**config.mk**
```make
export PLATFORM = sky130hd
export DESIGN_NAME = ptl_scan
export DESIGN_NICKNAME = d
export VERILOG_FILES = /design/src/design/ptl_pkg.sv /design/src/design/ptl_scan.sv
export SDC_FILE = /design/constraint.sdc
export NUM_CORES = 1
export LEC_CHECK = 0
export ABC_AREA = 1
export ABC_CLOCK_PERIOD_IN_PS = 4200
export BUFFER_PORTS_ARGS = -buffer_cell sky130_fd_sc_hd__buf_2
export CAP_MARGIN = 0
export CELL_PAD_IN_SITES_DETAIL_PLACEMENT = 1
export CELL_PAD_IN_SITES_GLOBAL_PLACEMENT = 2
export CORE_UTILIZATION = 34
export DETAILED_ROUTE_END_ITERATION = 10
export PLACE_DENSITY_LB_ADDON = 0.12
export REMOVE_ABC_BUFFERS = 1
export SYNTH_ARGS = -nofsm -noshare
export SYNTH_HDL_FRONTEND = slang
export SYNTH_SLANG_ARGS = --single-unit
export TNS_END_PERCENT = 20
```
**constraint.sdc**
```tcl
create_clock -name clk -period 4.2 [get_ports clk]
set_clock_uncertainty 0.2 [all_clocks]
set_input_delay 0.63 -clock clk [delete_from_list [all_inputs] [get_ports clk]]
set_output_delay 0.63 -clock clk [all_outputs]
set_load 0.02 [all_outputs]
```
**src/design/ptl_pkg.sv**
```systemverilog
// Shared types and operation codes for the pc to line table lookup block.
`timescale 1ns / 1ps
`default_nettype none

package ptl_pkg;

    // Operation codes carried in the op field.
    localparam logic [1:0] OP_START  = 2'd0;
    localparam logic [1:0] OP_APPEND = 2'd1;
    localparam logic [1:0] OP_QUERY  = 2'd2;

    localparam int unsigned PC_W   = 16;
    localparam int unsigned LINE_W = 16;
    localparam int unsigned RES_W  = LINE_W + 1;

    // Answer given when no stored entry starts at or below the query pc.
    localparam logic signed [RES_W-1:0] LINE_NONE = '1;

    // One table entry as it sits in the memory.
    typedef struct packed {
        logic [PC_W-1:0]   first_pc;
        logic [LINE_W-1:0] line;
    } entry_t;

    // Request from the control path to the scan unit.
    typedef struct packed {
        logic            start;
        logic [PC_W-1:0] pc;
    } scan_req_t;

    // Completion report from the scan unit.
    typedef struct packed {
        logic                    done;
        logic signed [RES_W-1:0] line;
    } scan_rsp_t;

endpackage

`default_nettype wire

```
**src/design/ptl_scan.sv**
```systemverilog
// Scan unit: walks the stored entries once and keeps the best match for a query pc.
`timescale 1ns / 1ps
`default_nettype none

module ptl_scan #(
    parameter int unsigned CW = 9,
    parameter int unsigned AW = 8
) (
    input  wire logic               clk,
    input  wire logic               rst_n,
    input  wire ptl_pkg::scan_req_t req,
    input  wire logic [CW-1:0]      count,
    output logic                    rd_en,
    output logic [AW-1:0]           rd_addr,
    input  wire ptl_pkg::entry_t    rd_data,
    output ptl_pkg::scan_rsp_t      rsp
);
    import ptl_pkg::*;

    logic              busy_reg;
    logic              chk_reg;
    logic [CW-1:0]     issue_reg;
    logic [CW-1:0]     cnt_reg;
    logic [PC_W-1:0]   qpc_reg;
    logic              found_reg;
    logic [PC_W-1:0]   best_pc_reg;
    logic [LINE_W-1:0] best_line_reg;
    logic              take;

    assign rd_en   = busy_reg && (issue_reg < cnt_reg);
    assign rd_addr = issue_reg[AW-1:0];

    // A strictly larger start pc is needed to replace the current best, so the
    // earliest stored entry wins when start pcs are equal.
    assign take = chk_reg && (rd_data.first_pc <= qpc_reg) &&
                  (!found_reg || (rd_data.first_pc > best_pc_reg));

    always_ff @(posedge clk or negedge rst_n)
    begin
        if (!rst_n)
        begin
            busy_reg  <= 1'b0;
            chk_reg   <= 1'b0;
            issue_reg <= '0;
            found_reg <= 1'b0;
        end
        else if (req.start)
        begin
            busy_reg  <= 1'b1;
            chk_reg   <= 1'b0;
            issue_reg <= '0;
            found_reg <= 1'b0;
        end
        else if (busy_reg)
        begin
            chk_reg <= rd_en;
            if (rd_en)
            begin
                issue_reg <= issue_reg + CW'(1);
            end
            if (take)
            begin
                found_reg <= 1'b1;
            end
            if (rsp.done)
            begin
                busy_reg <= 1'b0;
            end
        end
    end

    always_ff @(posedge clk)
    begin
        if (req.start)
        begin
            qpc_reg <= req.pc;
            cnt_reg <= count;
        end
        if (take)
        begin
            best_pc_reg   <= rd_data.first_pc;
            best_line_reg <= rd_data.line;
        end
    end

    assign rsp.done = busy_reg && !rd_en && !chk_reg;
    assign rsp.line = found_reg ? $signed({1'b0, best_line_reg}) : LINE_NONE;

endmodule

`default_nettype wire

```
==> results.txt, run 1 <==
----------------------------------------------------
[Run status]
  Outcome ... complete, no violations

[Placed design]
  Port Buffer Count ... 86
  Total cell area at the placement stage ... 4070 µm²
  Cells after DPL ... 534
  Routability congestion estimate from global placement ... 0.751
  Post-DP HPWL ... 5550 µm

[Pwr]
  Areal power density over the cells ... 381 nW/µm²
  Total power after layout ... 1640 µW
  Leakage component of the power ... approximately 0.002 µW
  IR drop worst, VDD ... 0.000199 V

[Floorplanning]
  Die footprint ... 10,800 µm²
  Number of top-level design ports ... 87
  Number of standard-cell rows in the floorplan ... 36
  Placeable core region ... 9910 µm²
  Initial core utilization ... 0.357
  Floorplan die width ... 104 µm
  Vertical extent of the die ... 104 µm

[Finish]
  Final Cell Area ... around 4300 µm²
  Count of filler cells inserted in the layout ... 1,136
  Final-stage net count ... around 510
  Register area ... 2010 µm²
  Number of standard cells in the final layout excluding fillers ... 551
  Layout Utilization ... 0.434
  Count of inserted antenna diode cells ... 0
  Share of final-layout standard cells stronger than drive strength 1 ... 0.306
  Area Overhead vs Synth ... 21.6%
  Multi-input gate area in the final layout ... 1250 µm²

[Yosys]
  Post-synthesis average cell area ... 10.9 µm²
  Post-Synthesis Cells ... about 330
  Number of enable flip-flop cells after synthesis ... 57
  Yosys Warn Count ... 0
  Sequential share of the synthesized area ... 0.569
  #FFs+latches synth ... around 70
  Synth Cell Area ... 3530 µm²
  Prevailing post-synth register cell ... edfxtp_1
  Post-synthesis async set-or-reset flop share ... 0.174
  Unique masters post-synth ... 27

[Critical path]
  Startpoint types ... flop
  Delay contributed by the slowest stage of the critical path ... approximately 0.46 ns
  Buffer and inverter count on the worst path ... 2
  Crit path cell chain ... ha_1 -> a21oi_1 -> o21ai_0 -> nand2_1 -> nand4_2 -> inv_2 -> buf_2
  Data required time of the critical path ... about 3.4 ns
  Cell at the slowest stage of the critical path ... dfrtp_1
  Worst setup EP type ... output pin
  Worst Path Arrival ... roughly 2.1 ns
  Startpoint of the lowest-slack register-to-register path ... best_pc_reg[15]
  Critical-path maximum fanout ... 11
  Setup slack on the worst flop-to-flop path ... 1.45 ns
  Critical path type ... reg2out
  CP startpoint ... issue_reg[2]
  Family of cells with the greatest summed delay on the critical path ... flip-flops

[Drt]
  Count of TritonRoute iterations in the first routing pass ... 4
  Total via count in the routed design ... roughly 2,500
  Number of DRC violations after detailed-routing iteration 0 ... 33
  Via/cell ratio ... 4.47
  Average detailed-routed wire length per instance ... 13.0 µm
  Antenna Nets Post-Route ... 0
  DRC violation count after routing ... 0
  Total wire length after detailed routing ... ~7000 µm

[Timing]
  Max-slew violation count ... 0
  Fmax ... 337 MHz
  Worst-case headroom to the max-slew limit ... 0.585
  Crit path time final ... 2.97 ns
  Number of setup violations in the final report ... 0
  Setup repair after global routing missed its margin ... no
  Setup TNS ... 0 ns
  Final Hold Vio Count ... 0
  Worst Tran Pin Value ... 0.623 ns
  Portion of the clock cycle consumed by the worst path in the final layout ... 0.707

[Clock network]
  Root cell of the clock tree ... clkbuf_8
  Resized Gates After CTS ... 0
  CTS tree ... built
  CTS clk-pin slew, worst paths ... 0.08 ns
  Worst skew pair latency ... between 0.3 and 0.4 ns
  Clock Sinks ... 69
  Deepest clock path buffer count ... 2
  Number of CTS-inserted buffers ... 9
  Number of levels the H-tree was split into ... 3

[Hold path]
  Worst hold-check path type ... in2reg
  Launch instance of the worst min-delay path ... count[0]

[Global route]
  Maximum number of pins on one net before global-route repair ... 28
  Antenna violations before repair ... 0
  Overall Global Routing Usage ... 0.145
  Global-route wire length before repair ... 12,200 µm
  Number of global-route vias before repair ... 2,563
  Leftover overflow at the end of global routing ... 0

[Job]
  Max-cap viol count ... 0

----------------------------------------------------
cells in the final DEF (no fill, tap or decap), types with 2 or more instances in the layout:
master / instances
nor2_1: 20
a21oi_1: 18
inv_1: 53
bufinv_16: 2
nor3_1: 3
nand4_1: 3
xnor2_1: 2
ha_1: 41
dfrtp_1: 12
nor2_2: 3
clkinvlp_4: 2
edfxtp_1: 57
buf_2: 86
clkbuf_8: 9
o21ai_0: 11
nand3_1: 17
or2_2: 16
nand2_1: 48
per-stage QoR:
stage | setup slack, ns | hold slack (ns)
finish | 1.23 | 0.253
global route | 1.05 | 0.234
detailed placement | 0.975 | 0.337
CTS | 1.19 | 0.235
global placement | 1.03 | 0.336
floorplan | 0.557 | 0.134
path summary, 6_finish.rpt:
path / to / cells after the start
setup / recovery: rd_en / 7
hold / removal: cnt_reg[0] / 1
setup reg to reg: best_line_reg[5] / 11
hold reg to reg: issue_reg[0] / 1
max in group asynchronous: found_reg / 2
min in group asynchronous: issue_reg[7] / 2
layout make-up:
class                   count  area share
clock inverters             7      0.0227
flip-flops and latches     69       0.468
repair buffers             88       0.104
well taps                 133      0.0387
multi-input cells         191       0.290
inverters                  54      0.0471
clock buffers               9      0.0288
worst register-to-register path, cell delays in order (launching register included):
cell and delay, ns:
edfxtp_1 0.33, inv_1 0.04, ha_1 0.28, nand2_1 0.07, inv_1 0.06, nand3_1 0.08, nor3_1 0.31, nand2_1 0.09
nand2_1 0.06, nand2_1 0.08, a21oi_4 0.46, buf_4 0.36
synthesized netlist by cell type, drive strengths merged, types with 2 or more instances:
library cell | n | area [µm²]
a21oi | 19 | 95.1
nand4 | 4 | 31.3
ha | 41 | 513
nand2 | 49 | 186
inv | 54 | 203
buf | 9 | 71.3
edfxtp | 57 | 1710
nand3 | 17 | 85.1
xnor2 | 2 | 17.5
dfrtp | 12 | 300
nor3 | 3 | 15.0
or2 | 16 | 100
o21ai | 13 | 68.8
clkbuf | 2 | 11.3
nor2 | 23 | 93.8
where the power goes:
group / switching, µW / internal (µW) / total (µW)
combinational: 133 / 86.1 / 219
sequential: 15.8 / 800 / 815
clock: 269 / 336 / 605
cells by family (layout without fill, tap and decap cells):
| kind of cell | Yosys count | count (layout) | share of synthesized area |
|---|---|---|---|
| adder cells (fa/ha/maj) | 41 | 41 | 0.145 |
| AO/OA/AOI/OAI | 35 | 35 | 0.0531 |
| AND/OR/NAND/NOR | 113 | 113 | 0.147 |
| flip-flops | 69 | 69 | 0.569 |
| XOR/XNOR | 2 | 2 | 0.00496 |
| buffers and inverters | 65 | 158 | 0.0807 |
layer usage:
metal,global-route usage,vias to the layer above,part of all wire
li1,-,1255,-
met1,0.199,1138,0.49
met2,0.218,61,0.44
met3,0.0326,8,0.046
met4,0.0673,0,0.016
met5,0,-,0
what timing repair did:
item                                   4_1_cts  5_1_grt
hold buffers                                 1        0
setup buffers                                0        0
endpoints found under the hold margin       12        0
Power figures use the tool's default switching activity.
==> run 2: changes to the inputs <==
- ABC_CLOCK_PERIOD_IN_PS: 4200 -> 3000
- clock period: 4.2 -> 3 ns (I/O delays scaled with it)
==> run 2 against run 1 <==
Against the previous run: non-clock buffer count increased by 3; wire length increased by 2.4%; final cell count increased by 0.54%; sequential share of layout area decreased by 0.18 points; worst hold slack got worse by 0.18 ns; design area increased by 0.38%; clock-buffer cell count increased by 1; combinational power increased by 42%; sequential power increased by 40%; via count increased by 2.5%; register-to-register slack got worse by 0.82 ns; critical endpoint is now rsp[17].
==> results.txt, run 2 (synthesis results as in run 1) <==
----------------------------------------------------
[Critical path]
  Worst setup EP type ... output pin
  Critical R2R Capture ... best_line_reg[1]
  Critical path type ... reg2out
  Buffer and inverter count on the worst path ... 1 (-1)
  Family of cells with the greatest summed delay on the critical path ... flip-flops
  Startpoint types ... flop
  Cell repeated most along the worst path ... nand2_1
  Data required time of the critical path ... 2.35 ns (-1.02 ns)
  Startpoint of the lowest-slack register-to-register path ... qpc_reg[10]
  Delay contributed by the slowest stage of the critical path ... 0.46 ns (about the same)
  Cell at the slowest stage of the critical path ... dfrtp_1
  Crit path cell chain ... ha_1 -> a21oi_1 -> o21ai_0 -> nand2_1 -> nand3_1 -> nand2_1 -> nor2_1 -> buf_2
  Critical-path maximum fanout ... 6 (-5)
  Cell count of the worst reg-to-reg path ... 9 (-2)
  Setup slack on the worst flop-to-flop path ... 0.63 ns (-0.82 ns)
  Worst Path Arrival ... 2.01 ns (-0.13 ns)

[Clock network]
  Number of levels the H-tree was split into ... 3 (unchanged)
  Deepest clock path buffer count ... 2 (unchanged)
  Postcts setup bufs ... 0 (unchanged)
  CTS tree ... built
  Clock Sinks ... 69 (unchanged)
  Worst skew pair latency ... 0.35 ns (about the same)
  Root cell of the clock tree ... clkbuf_8
  CTS clk-pin slew, worst paths ... 0.08 ns (about the same)
  Number of CTS-inserted buffers ... 9 (unchanged)

[Timing]
  Final WS setup ... 0.341 ns (-0.890 ns)
  Number of setup violations in the final report ... 0 (unchanged)
  Portion of the clock cycle consumed by the worst path in the final layout ... 0.886
  Worst Tran Pin Value ... 0.424 ns (-0.199 ns)
  Worst-case headroom to the max-slew limit ... 0.717 (+0.132)
  Fmax ... 376 MHz
  Setup TNS ... 0 ns (unchanged)
  Final Hold Vio Count ... 0 (unchanged)
  Setup repair after global routing missed its margin ... no
  Crit path time final ... 2.66 ns
  Max-slew violation count ... 0 (unchanged)

[Drt]
  Average detailed-routed wire length per instance ... 13.3 µm (+1.8%)
  Number of DRC violations after detailed-routing iteration 0 ... 64 (+94%)
  Antenna Nets Post-Route ... 0 (unchanged)
  DRC violation count after routing ... 0 (unchanged)
  Count of TritonRoute iterations in the first routing pass ... 5 (+1)
  Total via count in the routed design ... 2,523 (+2.5%)
  Via/cell ratio ... 4.55 (+1.9%)
  Total wire length after detailed routing ... 7360 µm (+2.4%)

[Global route]
  Met1 Usage GRT ... 0.199 (+0.000564)
  Maximum number of pins on one net before global-route repair ... 27 (-3.6%)
  Number of global-route vias before repair ... 2,595 (+1.2%)
  Antenna violations before repair ... 0 (unchanged)
  Overall Global Routing Usage ... 0.148 (+0.00320)
  Global-route wire length before repair ... 12,400 µm (+2.4%)
  Global routing met2 resource utilization ... 0.225 (+0.00667)
  Met3 track utilization from global routing ... 0.0313 (-0.00125)
  Leftover overflow at the end of global routing ... 0 (unchanged)
  Routing layer with the top usage in global route ... met2

[Run status]
  Outcome ... complete, no violations

[Placed design]
  Routability congestion estimate from global placement ... 0.723 (-3.7%)
  Worst slack at placement ... 0.386 ns (-0.589 ns)
  Post-DP HPWL ... 5620 µm (+1.1%)
  Port Buffer Count ... 86 (unchanged)

[Hold path]
  Worst hold-check path type ... in2reg
  End point of the worst hold path ... cnt_reg[4]
  Launch instance of the worst min-delay path ... count[4]
  Worst hold stages ... 1 (unchanged)

[Finish]
  Count of filler cells inserted in the layout ... 1,153 (+1.5%)
  Final-stage net count ... 517 (+0.58%)
  Count of inserted antenna diode cells ... 0 (unchanged)
  Top library cells by usage in the layout, fill and taps aside ... buf_2 (86), edfxtp_1 (57), inv_1 (53)
  Commonest non-fill, non-tap cell in the layout ... buf_2
  Multi-input gate area in the final layout ... 1250 µm² (unchanged)
  Share of final-layout standard cells stronger than drive strength 1 ... 0.306 (about the same)
  Area Overhead vs Synth ... 22.1%
  Register area ... 2010 µm² (unchanged)
  Layout Utilization ... 0.435 (+0.00164)

[Floorplanning]
  Vertical extent of the die ... 104 µm (unchanged)
  Die footprint ... 10,800 µm² (unchanged)
  Floorplan die width ... 104 µm (unchanged)
  Initial core utilization ... 0.357 (unchanged)
  Number of top-level design ports ... 87 (unchanged)
  Number of standard-cell rows in the floorplan ... 36 (unchanged)
  Placeable core region ... 9910 µm² (unchanged)

[Pwr]
  Leakage component of the power ... 0.00204 µW (+0.48%)
  IR drop worst, VDD ... 0.000166 V (-17%)
  Areal power density over the cells ... 530 nW/µm² (+39%)

[Job]
  Max-cap viol count ... 0 (unchanged)

----------------------------------------------------
run 2: how the worst max path moves through the flow:
stage	end	depth (start not counted)	slack, ns	start
final	rsp[17]	8	0.34	issue_reg[2]
after global routing	rsp[17]	8	0.08	issue_reg[2]
after CTS	rsp[17]	8	0.29	issue_reg[2]
after detailed placement	best_line_reg[15]	9	0.39	rd_data[27]
after global placement	best_line_reg[15]	11	0.43	rd_data[31]
after floorplan	best_line_reg[0]	9	-0.46	rd_data[23]
run 2: routing by layer:
layer / vias up / share of wire
li1: 1266 / -
met1: 1183 / 0.48
met2: 64 / 0.45
met3: 10 / 0.050
met4: 0 / 0.018
met5: - / 0
run 2: worst reg2reg max path: cells and delay by family (launching register included):
kind	cells	cell delay (ns)
buffers and inverters	2	0.36
and+or+nand+nor	5	0.73
adders and majority gates	1	0.28
DFF	1	0.34
AOI/OAI and AO/OA	1	0.13
run 2: repair_timing:
item	in CTS	in global routing
endpoints found under the hold margin	12	0
gates resized for setup	0	0
hold buffers	1	0
run 2: power by group:
| group | internal (µW) | switching [µW] | total [µW] |
|---|---|---|---|
| Clock | 467 | 366 | 833 |
| Combinational | 124 | 188 | 312 |
| Sequential | 1120 | 22.2 | 1140 |
| Total | 1710 | 576 | 2290 |
run 2: cell type report:
class                   instances  area share
repair buffers                 91       0.109
clock buffers                  10      0.0296
inverters                      54      0.0470
flip-flops and latches         69       0.466
clock inverters                 6      0.0203
well taps                     133      0.0386
multi-input cells             191       0.289
run 2: per-stage QoR:
stage	cells	cell area [µm²]	power (µW)	hold slack, ns
3_3_place_gp	537	4090	1470	0.158
6_report	554	4320	2290	0.0738
3_5_place_dp	537	4090	1480	0.167
2_1_floorplan	314	3450	1340	-0.0456
4_1_cts	554	4320	2320	0.0545
5_1_grt	554	4320	2410	0.0519
==> run 3: changes to the inputs <==
- CORE_MARGIN: default -> 3
==> run 3 against run 2 <==
Against the previous run: non-clock buffer count stayed put; critical path depth stayed put; combinational power about the same; final cell count stayed put; register-to-register slack about the same; clock power up 13%; worst hold slack worse by 0.0038 ns; power is 4.6% higher; maximum frequency rose by 0.75%; die area increased by 7.8%; core utilization up 0.10 points; critical endpoint unchanged.
==> results.txt, run 3 (synthesis results as in run 1) <==
----------------------------------------------------
[Critical path]
  Critical-path maximum fanout ... 6 (unchanged)
  Cell at the slowest stage of the critical path ... dfrtp_1
  Startpoint of the lowest-slack register-to-register path ... best_pc_reg[15]
  Buffer and inverter count on the worst path ... 1 (unchanged)
  Critical Path Stages ... 8 (unchanged)
  Critical R2R Capture ... best_line_reg[7]
  Data required time of the critical path ... 2.35 ns (about the same)
  Crit path cell chain ... ha_1 -> nand2_1 -> nor2_1 -> nand3_1 -> nand3_1 -> nand2_1 -> nor2_1 -> buf_2
  Family of cells with the greatest summed delay on the critical path ... simple AND/OR/NAND/NOR gates
  Critical path type ... reg2out
  Worst Path Arrival ... 1.99 ns (-0.02 ns)
  Cell count of the worst reg-to-reg path ... 11 (+2)
  End of the critical path ... rsp[17]
  Setup slack on the worst flop-to-flop path ... 0.63 ns (about the same)
  Delay contributed by the slowest stage of the critical path ... 0.45 ns (about the same)
  CP startpoint ... issue_reg[6]
  Worst setup EP type ... output pin
  Startpoint types ... flop

[Global route]
  Routing layer with the top usage in global route ... met2
  Maximum number of pins on one net before global-route repair ... 27 (unchanged)
  Met1 Usage GRT ... 0.173 (-0.0260)
  Global-route wire length before repair ... 12,200 µm (-2.0%)
  Overall Global Routing Usage ... 0.136 (-0.0127)
  Leftover overflow at the end of global routing ... 0 (unchanged)
  Number of global-route vias before repair ... 2,595 (unchanged)
  Met3 track utilization from global routing ... 0.0370 (+0.00569)
  Antenna violations before repair ... 0 (unchanged)
  Global routing met2 resource utilization ... 0.219 (-0.00585)

[Pwr]
  Power share of the clock group ... 0.393 (+0.029)
  Switching Share ... 0.247 (-0.00516)
  Leakage component of the power ... 0.00206 µW (+1.2%)
  Switching component of the power ... 590 µW (+2.5%)
  Total power after layout ... 2390 µW (+4.6%)
  IR drop worst, VDD ... 0.000247 V (+49%)
  Sequential group share of total power ... 0.477 (-0.022)
  Areal power density over the cells ... 550 nW/µm² (+3.9%)
  Combinational share of power ... 0.130 (-0.006)
  Internal power ... 1800 µW (+5.3%)

[Hold path]
  Worst hold-check path type ... in2reg
  Worst hold stages ... 1 (unchanged)

[Finish]
  Multi-input gate area in the final layout ... 1250 µm² (unchanged)
  Area Overhead vs Synth ... 22.9%
  Commonest non-fill, non-tap cell in the layout ... buf_2
  Final Cell Area ... 4350 µm² (+0.70%)
  Share of final-layout standard cells stronger than drive strength 1 ... 0.311 (+0.00475)
  Final-stage net count ... 517 (unchanged)
  Register area ... 2010 µm² (unchanged)
  Top library cells by usage in the layout, fill and taps aside ... buf_2 (86), edfxtp_1 (57), inv_1 (53)
  Count of inserted antenna diode cells ... 0 (unchanged)
  Count of filler cells inserted in the layout ... 1,146 (-0.61%)

[Clock network]
  Root cell of the clock tree ... clkbuf_8
  Worst skew pair latency ... 0.35 ns (about the same)
  Deepest clock path buffer count ... 2 (unchanged)
  CTS Hold Buffers Added ... 1 (unchanged)
  CTS clk-pin slew, worst paths ... 0.08 ns (about the same)
  Number of levels the H-tree was split into ... 3 (unchanged)
  CTS tree ... built
  Resized Gates After CTS ... 0 (unchanged)
  Number of CTS-inserted buffers ... 9 (unchanged)
  Postcts setup bufs ... 0 (unchanged)
  Clock Sinks ... 69 (unchanged)

[Floorplanning]
  Placeable core region ... 9950 µm² (+0.45%)
  Die footprint ... 11,700 µm² (+7.8%)
  Number of top-level design ports ... 87 (unchanged)
  Number of standard-cell rows in the floorplan ... 36 (unchanged)
  Vertical extent of the die ... 108 µm (+3.8%)
  Floorplan die width ... 108 µm (+3.8%)
  Initial core utilization ... 0.355 (-0.00161)

[Run status]
  Outcome ... complete, no violations

[Drt]
  Total wire length after detailed routing ... 7290 µm (-0.90%)
  Antenna Nets Post-Route ... 0 (unchanged)
  DRC violation count after routing ... 0 (unchanged)
  Via/cell ratio ... 4.51 (-1.0%)
  Average detailed-routed wire length per instance ... 13.2 µm (-0.90%)
  Number of DRC violations after detailed-routing iteration 0 ... 70 (+9.4%)
  Count of TritonRoute iterations in the first routing pass ... 4 (-1)
  Total via count in the routed design ... 2,497 (-1.0%)

[Placed design]
  Routability congestion estimate from global placement ... 0.702 (-2.9%)
  Total cell area at the placement stage ... 4090 µm² (unchanged)
  Post-DP HPWL ... 5720 µm (+1.8%)
  Port Buffer Count ... 86 (unchanged)

[Timing]
  Number of setup violations in the final report ... 0 (unchanged)
  Worst Tran Pin Value ... 0.439 ns (+0.0149 ns)
  Worst-case headroom to the max-slew limit ... 0.707 (-0.00995)
  Max-slew violation count ... 0 (unchanged)
  Fmax ... 379 MHz (+0.75%)
  Final Hold Vio Count ... 0 (unchanged)
  Setup repair after global routing missed its margin ... no
  Crit path time final ... 2.64 ns (-0.0198 ns)
  Portion of the clock cycle consumed by the worst path in the final layout ... 0.880 (-0.00661)

[Job]
  Max-cap viol count ... 0 (unchanged)

----------------------------------------------------
run 3: cell count changes in the layout (fill, tap and decap cells not counted):
| cell | previous run | this run |
|---|---|---|
| clkinv_1 | 1 | 0 |
| clkinvlp_4 | 2 | 0 |
| inv_6 | 0 | 2 |
| bufinv_16 | 2 | 3 |
| clkinv_2 | 0 | 1 |
| clkbuf_1 | 1 | 0 |
run 3: cell type report:
type	instances	area share
Sequential cell	69	0.463
Multi-Input combinational cell	191	0.287
Timing Repair Buffer	91	0.108
Inverter	54	0.0466
Tap cell	133	0.0383
Clock buffer	9	0.0285
Clock inverter	7	0.0279
run 3: through the flow:
stage | setup TNS, ns | cells | util | hold WS [ns] | setup slack (ns)
finish | 0 | 554 | 0.437 | 0.0700 | 0.361
global route | 0 | 554 | 0.437 | 0.0452 | 0.204
CTS | 0 | 554 | 0.437 | 0.0464 | 0.296
detailed placement | 0 | 537 | 0.411 | 0.164 | 0.374
global placement | 0 | 537 | 0.411 | 0.160 | 0.418
floorplan | -14.82 | 314 | - | -0.0456 | -0.463
run 3: metal layers:
metal  wire [µm]  vias up
li1            -     1267
met1        3520     1148
met2        3220       70
met3         425       12
met4         119        0
met5           0        -
run 3: worst min path at each step:
stage	startpoint	to
6_report	req[8]	qpc_reg[8]
3_5_place_dp	rst_n	issue_reg[7]
3_3_place_gp	rst_n	issue_reg[7]
5_1_grt	count[0]	cnt_reg[0]
2_1_floorplan	rst_n	busy_reg
4_1_cts	req[8]	qpc_reg[8]
run 3: power by group through the flow:
stage                     clock network, µW  logic, µW  registers [µW]
after floorplan                           0        178            1160
after global placement                    0        311            1160
after detailed placement                  0        318            1160
after CTS                               972        320            1140
after global routing                   1010        367            1150
final                                   940        310            1140
